### src/sv/tpb_pkg.sv
package tpb_pkg;

   localparam int NUM_TIMERS  = 16;
   localparam int MAX_RESULTS = 16;
   // Slot index inside the chain; at least as wide as the slot field.
   localparam int IDX_W       = (NUM_TIMERS > 16) ? $clog2(NUM_TIMERS) : 4;
   localparam int CNT_W       = $clog2(MAX_RESULTS + 1);

   localparam logic [2:0] ACT_CREATE  = 3'd0;
   localparam logic [2:0] ACT_TICK    = 3'd1;
   localparam logic [2:0] ACT_RESTART = 3'd2;
   localparam logic [2:0] ACT_REMOVE  = 3'd3;
   localparam logic [2:0] ACT_CLEAR   = 3'd4;

   localparam logic [2:0] KIND_CREATED = 3'd0;
   localparam logic [2:0] KIND_ZERO    = 3'd1;
   localparam logic [2:0] KIND_FULL    = 3'd2;
   localparam logic [2:0] KIND_EXPIRED = 3'd3;
   localparam logic [2:0] KIND_DONE    = 3'd4;

   typedef struct packed {
      logic [2:0]  action;
      logic [3:0]  slot;
      logic [31:0] timeout;
      logic        repeat_on;
   } req_type;

   typedef struct packed {
      logic [2:0] result_kind;
      logic [3:0] slot_id;
      logic       last_result;
   } rsp_type;

   // Command as it travels from cell to cell.
   typedef struct packed {
      logic [2:0]       action;
      logic [3:0]       slot;
      logic [31:0]      timeout;
      logic             repeat_on;
      logic             open;
      logic [IDX_W-1:0] idx;
   } link_type;

   // Result raised by the cell that currently holds the command.
   typedef struct packed {
      logic             emit;
      logic [2:0]       kind;
      logic [IDX_W-1:0] idx;
   } event_type;

endpackage

### src/sv/tpb_cell.sv
module tpb_cell (
   input  logic               clock,
   input  logic               reset,
   input  logic               adv,
   input  logic               tok_in,
   input  tpb_pkg::link_type  link_in,
   output logic               tok_out,
   output tpb_pkg::link_type  link_out,
   output tpb_pkg::event_type ev_out
);
   import tpb_pkg::*;

   logic        busy_ff, busy_in;
   logic        rep_ff, rep_in;
   logic [31:0] rem_ff, rem_in;
   logic [31:0] rel_ff, rel_in;
   logic [31:0] dec;
   logic        tok_ff;
   link_type    link_ff, link_in_nx;
   logic        match;

   assign match = (link_in.slot == link_in.idx[3:0]) &&
                  (IDX_W'(link_in.slot) == link_in.idx);
   assign dec   = rem_ff - 32'd1;

   always_comb begin
      busy_in        = busy_ff;
      rep_in         = rep_ff;
      rem_in         = rem_ff;
      rel_in         = rel_ff;
      link_in_nx     = link_in;
      link_in_nx.idx = link_in.idx + IDX_W'(1);
      ev_out         = '0;
      if (tok_in) begin
         // Only the cell holding the command may drive the shared event bus.
         ev_out.idx = link_in.idx;
         case (link_in.action)
            ACT_CREATE: begin
               // The first free cell that sees an open request claims it.
               if (link_in.open && !busy_ff) begin
                  busy_in         = 1'b1;
                  rep_in          = link_in.repeat_on;
                  rem_in          = link_in.timeout;
                  rel_in          = link_in.timeout;
                  link_in_nx.open = 1'b0;
                  ev_out.emit     = 1'b1;
                  ev_out.kind     = KIND_CREATED;
               end
            end
            ACT_TICK: begin
               if (busy_ff && (rem_ff != 32'd0)) begin
                  if (dec == 32'd0) begin
                     ev_out.emit = 1'b1;
                     ev_out.kind = KIND_EXPIRED;
                     rem_in      = rep_ff ? rel_ff : 32'd0;
                  end else begin
                     rem_in = dec;
                  end
               end
            end
            ACT_RESTART: begin
               if (match && busy_ff) begin
                  rem_in = rel_ff;
               end
            end
            ACT_REMOVE: begin
               if (match) begin
                  busy_in = 1'b0;
               end
            end
            ACT_CLEAR: begin
               busy_in = 1'b0;
            end
            default: begin
            end
         endcase
      end
   end

   always_ff @(posedge clock) begin
      if (reset) begin
         busy_ff <= 1'b0;
         tok_ff  <= 1'b0;
      end else if (adv) begin
         busy_ff <= busy_in;
         tok_ff  <= tok_in;
      end
   end

   always_ff @(posedge clock) begin
      if (adv) begin
         rep_ff  <= rep_in;
         rem_ff  <= rem_in;
         rel_ff  <= rel_in;
         link_ff <= link_in_nx;
      end
   end

   assign tok_out  = tok_ff;
   assign link_out = link_ff;

endmodule

### src/sv/timer_pool_bank_core.sv
// Bank of countdown timers. Each command walks a row of timer cells, one slot per
// cycle, starting at slot 0; every cell holds one timer and acts on the command as it
// passes. req_stall stays high from acceptance until the final result of an item
// has been produced, so the block takes no new item while one is walking the row.
// Results of a tick (one per expiring slot, ascending) leave one per cycle; rsp_stall
// freezes the whole row.
module timer_pool_bank_core (
   input  logic             clock,
   input  logic             reset,
   input  logic             req_valid,
   output logic             req_stall,
   input  tpb_pkg::req_type req_data,
   output logic             rsp_valid,
   input  logic             rsp_stall,
   output tpb_pkg::rsp_type rsp_data
);
   import tpb_pkg::*;

   logic             adv;
   logic             accept;
   logic             busy_ff, busy_in;
   logic             start_tok_ff, start_tok_in;
   link_type         start_link_ff;
   logic             tok_w  [0:NUM_TIMERS];
   link_type         link_w [0:NUM_TIMERS];
   event_type        ev_w   [0:NUM_TIMERS-1];
   event_type        ev_all;
   logic             held_v_ff, held_v_in;
   rsp_type          held_ff, held_in;
   logic [CNT_W-1:0] cnt_ff, cnt_in;
   logic             push;
   rsp_type          push_data;
   logic             rsp_valid_ff, rsp_valid_in;
   rsp_type          rsp_data_ff, rsp_data_in;
   logic [2:0]       fallback_kind;
   logic [NUM_TIMERS:0] tok_vec;

   assign adv       = !rsp_valid_ff || !rsp_stall;
   assign accept    = req_valid && !busy_ff;
   assign req_stall = busy_ff;

   assign tok_w[0]  = start_tok_ff;
   assign link_w[0] = start_link_ff;

   for (genvar i = 0; i < NUM_TIMERS; i++) begin : g_cell
      tpb_cell u_cell (
         .clock    (clock),
         .reset    (reset),
         .adv      (adv),
         .tok_in   (tok_w[i]),
         .link_in  (link_w[i]),
         .tok_out  (tok_w[i+1]),
         .link_out (link_w[i+1]),
         .ev_out   (ev_w[i])
      );
   end

   always_comb begin
      ev_all = '0;
      for (int i = 0; i < NUM_TIMERS; i++) begin
         ev_all = ev_all | ev_w[i];
      end
   end

   always_comb begin
      for (int i = 0; i <= NUM_TIMERS; i++) begin
         tok_vec[i] = tok_w[i];
      end
   end

   // The start register keeps the command after it leaves, for the closing result.
   always_comb begin
      if (start_link_ff.action == ACT_CREATE) begin
         fallback_kind = start_link_ff.open ? KIND_FULL : KIND_ZERO;
      end else begin
         fallback_kind = KIND_DONE;
      end
   end

   // One result is held back so that the final one can be marked on the closing beat.
   always_comb begin
      busy_in   = busy_ff;
      held_v_in = held_v_ff;
      held_in   = held_ff;
      cnt_in    = cnt_ff;
      push      = 1'b0;
      push_data = held_ff;
      push_data.last_result = 1'b0;
      if (adv) begin
         if (tok_w[NUM_TIMERS]) begin
            push      = 1'b1;
            busy_in   = 1'b0;
            held_v_in = 1'b0;
            cnt_in    = '0;
            if (held_v_ff) begin
               push_data.last_result = 1'b1;
            end else begin
               push_data.result_kind = fallback_kind;
               push_data.slot_id     = 4'd0;
               push_data.last_result = 1'b1;
            end
         end else if (ev_all.emit && (cnt_ff < CNT_W'(MAX_RESULTS))) begin
            push                = held_v_ff;
            held_v_in           = 1'b1;
            held_in.result_kind = ev_all.kind;
            held_in.slot_id     = ev_all.idx[3:0];
            held_in.last_result = 1'b0;
            cnt_in              = cnt_ff + CNT_W'(1);
         end
      end
      if (accept) begin
         busy_in = 1'b1;
      end
   end

   always_comb begin
      if (accept) begin
         start_tok_in = 1'b1;
      end else if (adv) begin
         start_tok_in = 1'b0;
      end else begin
         start_tok_in = start_tok_ff;
      end
      rsp_valid_in = adv ? push : rsp_valid_ff;
      rsp_data_in  = (adv && push) ? push_data : rsp_data_ff;
   end

   always_ff @(posedge clock) begin
      if (reset) begin
         busy_ff      <= 1'b0;
         start_tok_ff <= 1'b0;
         held_v_ff    <= 1'b0;
         cnt_ff       <= '0;
         rsp_valid_ff <= 1'b0;
      end else begin
         busy_ff      <= busy_in;
         start_tok_ff <= start_tok_in;
         held_v_ff    <= held_v_in;
         cnt_ff       <= cnt_in;
         rsp_valid_ff <= rsp_valid_in;
      end
   end

   always_ff @(posedge clock) begin
      held_ff     <= held_in;
      rsp_data_ff <= rsp_data_in;
      if (accept) begin
         start_link_ff.action    <= req_data.action;
         start_link_ff.slot      <= req_data.slot;
         start_link_ff.timeout   <= req_data.timeout;
         start_link_ff.repeat_on <= req_data.repeat_on;
         start_link_ff.open      <= (req_data.timeout != 32'd0);
         start_link_ff.idx       <= '0;
      end
   end

   assign rsp_valid = rsp_valid_ff;
   assign rsp_data  = rsp_data_ff;

`ifndef SYNTH
   a_one_command: assert property (@(posedge clock) disable iff (reset)
      $onehot0(tok_vec))
      else $error("more than one command in the cell row");

   a_tok_needs_busy: assert property (@(posedge clock) disable iff (reset)
      (tok_vec != '0) |-> busy_ff)
      else $error("command in the cell row while the block is idle");

   a_held_needs_busy: assert property (@(posedge clock) disable iff (reset)
      held_v_ff |-> busy_ff)
      else $error("held result outside a command");

   a_cnt_bound: assert property (@(posedge clock) disable iff (reset)
      cnt_ff <= CNT_W'(MAX_RESULTS))
      else $error("result count beyond its limit");

   a_close_frees: assert property (@(posedge clock) disable iff (reset)
      (tok_w[NUM_TIMERS] && adv) |=> (!busy_ff && !held_v_ff && rsp_valid_ff))
      else $error("closing beat did not finish the command");
`endif

endmodule
### config.mk
export PLATFORM = sky130hd
export DESIGN_NAME = timer_pool_bank_core
export DESIGN_NICKNAME = d
export VERILOG_FILES = /design/src/sv/tpb_pkg.sv /design/src/sv/tpb_cell.sv /design/src/sv/timer_pool_bank_core.sv
export SDC_FILE = /design/constraint.sdc
export NUM_CORES = 2
export LEC_CHECK = 0
export ABC_AREA = 0
export BUFFER_PORTS_ARGS = -buffer_cell sky130_fd_sc_hd__buf_4
export CORE_UTILIZATION = 49
export CTS_CLUSTER_DIAMETER = 50
export DETAILED_ROUTE_END_ITERATION = 16
export PLACE_DENSITY = 0.71
export SKIP_LAST_GASP = 1
export SLEW_MARGIN = 20
export SYNTH_ARGS = -nofsm -noshare
export SYNTH_HDL_FRONTEND = slang
export SYNTH_SLANG_ARGS = --single-unit
### constraint.sdc
create_clock -name clock -period 31.7 [get_ports clock]
set_clock_uncertainty 0.2 [all_clocks]
set_input_delay 6.34 -clock clock [delete_from_list [all_inputs] [get_ports clock]]
set_output_delay 6.34 -clock clock [all_outputs]
set_load 0.02 [all_outputs]
==> results.yml <==
outcome:
  status: "finished, final reports clean"
grt:
  grt-ovfl-total: 0
  grt_pass1_wl_mm: 394
  grt_max_degree: 124
  grt_pass1_vias: 65200
  grt.total_usage_pct: 27.2
  antenna_found_initial: 4
routing:
  vias: 70300
  highest_layer: "met5"
  wl_met1_mm: 104
  wl_met2_mm: 120
  via_per_inst: 6.60
  drt_iter0_markers: 8768
  wl_per_cell_microns: 24.3
  dr_wl_met3_mm: 23.3
  drc: 0
  ant_nets: 0
  wl_mm: 259
  drt_first_pass_iters: 6
placed_design:
  gp_congestion: 0.952
  portBuffers: 53
  place_ws_ns: 20.59
  hpwl_mm: 175
logic_synthesis:
  syn_avg_cell_area_sq_um: 10.8
  synth.most_common_cell: "edfxtp_1"
  syn_inst: 8273
  synth_area_leaders: "edfxtp_1 57%, a21oi_1 5.3%, o22ai_1 3.0%, nor2_1 2.8%, nand2_1 2.6%"
  yosysUniqueCellTypes: 89
  ys.flop_type: "edfxtp_1"
  synth_commonest_cells: "1709 x edfxtp_1, 939 x a21oi_1, 677 x nor2_1"
  synthArstFlopShare_pct: 0
  yosysTopAreaCellShare_pct: 57.4
  ys_seq_area_share_pct: 58.3
  yosys_warnings: 0
  ys_seq_elements: 1750
  synth_edf_count: 1709
  yosysTopAreaCell: "edfxtp_1"
  synth_nets: 8362
  syn-cell-area_sq_um: 89400
timing:
  setup_slack_ns: 21.41
  setup_viol: 0
  period_share_pct: 32.5
  slew_violations: 0
  max_slew_margin_pct: 22.3
  max_freq_mhz: 97.2
  setup_tns_ns: 0
  worstMarginPinSlew_ns: 1.15
  hold_viol: 0
  rsz0062_at_grt: "no"
  period_minus_slack_ns: 10.29
floorplan:
  core_area_sq_um: 181000
  dieArea_sq_um: 184000
  die_w_microns: 429
  ios: 54
  initial_core_util_pct: 49.4
  die_height_microns: 429
  row_count: 156
finish:
  area_growth_pct: 10.2
  fillers: 14900
  final-seq-area_sq_um: 52100
  multi_input_area_sq_um: 33900
  drive_above_1_share_pct: 7.60
  nNetsFinal: 8215
worst_setup_path:
  crit_required_ns: 31.96
  worstPathArrival_ns: 10.55
  critical_path_class: "in -> reg"
  crit_top_cell: "buf_4"
  max_stage_delay_ns: 0.79
  crit_path_top_delay_cell: "buf_4"
  cp_max_fo: 123
  critPathCaptureType: "flop"
  worstPathCellList: "buf_4 -> and2_2 -> inv_8 -> buf_4 -> buf_4 -> buf_4 -> buf_4"
  critPathLaunchType: "input pin"
worst_hold_path:
  worstHoldPathType: "reg -> reg"
power_and_ir_drop:
  ir_drop_uv: 61.5
  power_frac_comb_pct: 5.1
  power_frac_seq_pct: 51.1
  p_clk_share_pct: 43.8
  p_per_area_nw_per_um2: 53.4
  p_sw_mw: 1.24
  p_int_mw: 4.01
  p_sw_share_pct: 23.7
  p_leak_nw: 31.8
cts:
  clock_latency_ns: 0.86
  cts.path.max_buffers: 3
  cts_resized: 0
  cts_max_level: 4
  ctsHoldBuffers: 0
  clkSinkCount: 1750
  cts_made_buffers: 194
  path_clk_slew_ns: 0.06
  cts_setup_buffers: 0
  clockRootBuffer: "clkbuf_16"
  cts_tree: "done"
flow_run:
  maxCapViolations: 0
cell usage in the layout, fill, tap and decap left out, types with 39 or more instances in the layout:
master	n
nor3_1	214
xnor2_1	239
buf_4	176
a211oi_1	44
a32oi_1	120
ha_1	45
a22oi_1	47
or4_1	79
a32o_1	67
nor2_1	656
nor4b_1	43
edfxtp_1	1709
o21ai_0	256
a21oi_1	938
dfxtp_1	41
clkbuf_16	197
o22ai_1	431
and3_1	39
or3_1	76
nand3_1	232
nand4_1	119
inv_1	398
o22a_1	128
a221o_1	42
a31oi_1	41
xor2_1	182
a211o_1	66
nor4_1	215
nand2_1	600
cells by family after synthesis:
family,after synthesis,share of synthesized area [%]
AO/OA/AOI/OAI,2450,17.6
XOR/XNOR,421,4.13
adder cells (fa/ha/maj),45,0.630
buffers and inverters,933,3.98
flip-flops,1750,58.3
multiplexers,35,0.396
AND/OR/NAND/NOR,2639,15.0
cell type report:
class                      count  share of cell area (%)
timing repair buffer         179                    1.41
clock buffer                 226                    5.17
multi-input combinational   5590                    34.5
tap                         2370                    3.01
clock inverter               131                    1.44
antenna                        3                 0.00762
sequential                  1750                    52.9
inverter                     411                    1.57
through the flow:
step	instance area (sq um)	hold slack, ns	power (mW)	std cells	utilization, %
2_1_floorplan	89400	0.200	2.88	8273	-
3_3_place_gp	91900	0.208	2.98	10300	50.8
3_5_place_dp	91900	0.218	3.00	10300	50.8
4_1_cts	98400	0.233	5.27	10700	54.4
5_1_grt	98500	0.232	5.39	10700	54.4
6_report	98500	0.227	5.26	10700	54.4
metal layers:
layer / up-vias / global-route usage (%)
li1: 31600 / -
met1: 34200 / 37.3
met2: 3886 / 43.1
met3: 582 / 4.10
met4: 4 / 11.7
met5: - / 0
sequential cells by signal, summed over array words and instances, names as in the netlist:
signal,cells
g_cell.u_cell.link_out,615
g_cell.u_cell.rel_ff,512
g_cell.u_cell.rem_ff,512
link_w,41
g_cell.u_cell.busy_ff,16
g_cell.u_cell.rep_ff,16
g_cell.u_cell.tok_out,16
rsp_data,8
cnt_ff,5
held_ff,5
held_v_ff,1
req_stall,1
rsp_valid,1
start_tok_ff,1
power by group through the flow:
stage / Clock [mW] / Sequential [mW] / Combinational, mW
floorplan: 0 / 2.68 / 0.204
global placement: 0 / 2.73 / 0.254
detailed placement: 0 / 2.73 / 0.264
CTS: 2.32 / 2.68 / 0.266
global route: 2.41 / 2.69 / 0.298
finish: 2.30 / 2.69 / 0.271
critical path, delay by kind of cell:
| kind | cells | cell delay, ns |
|---|---|---|
| AND/OR/NAND/NOR | 1 | 0.33 |
| buffers and inverters | 6 | 3.69 |
final timing paths:
kind / start / to / slack [ns] / cells after the start
max: rsp_stall / g_cell[12].u_cell.link_out[23] / 21.41 / 7
min: g_cell[14].u_cell.link_out[5] / g_cell[15].u_cell.rep_ff / 0.23 / 0
max reg2reg: g_cell[1].u_cell.rem_ff[6] / rsp_data[0] / 25.70 / 11
min reg2reg: g_cell[14].u_cell.link_out[5] / g_cell[15].u_cell.rep_ff / 0.23 / 0
No activity file was read; power rests on OpenSTA's default activity.
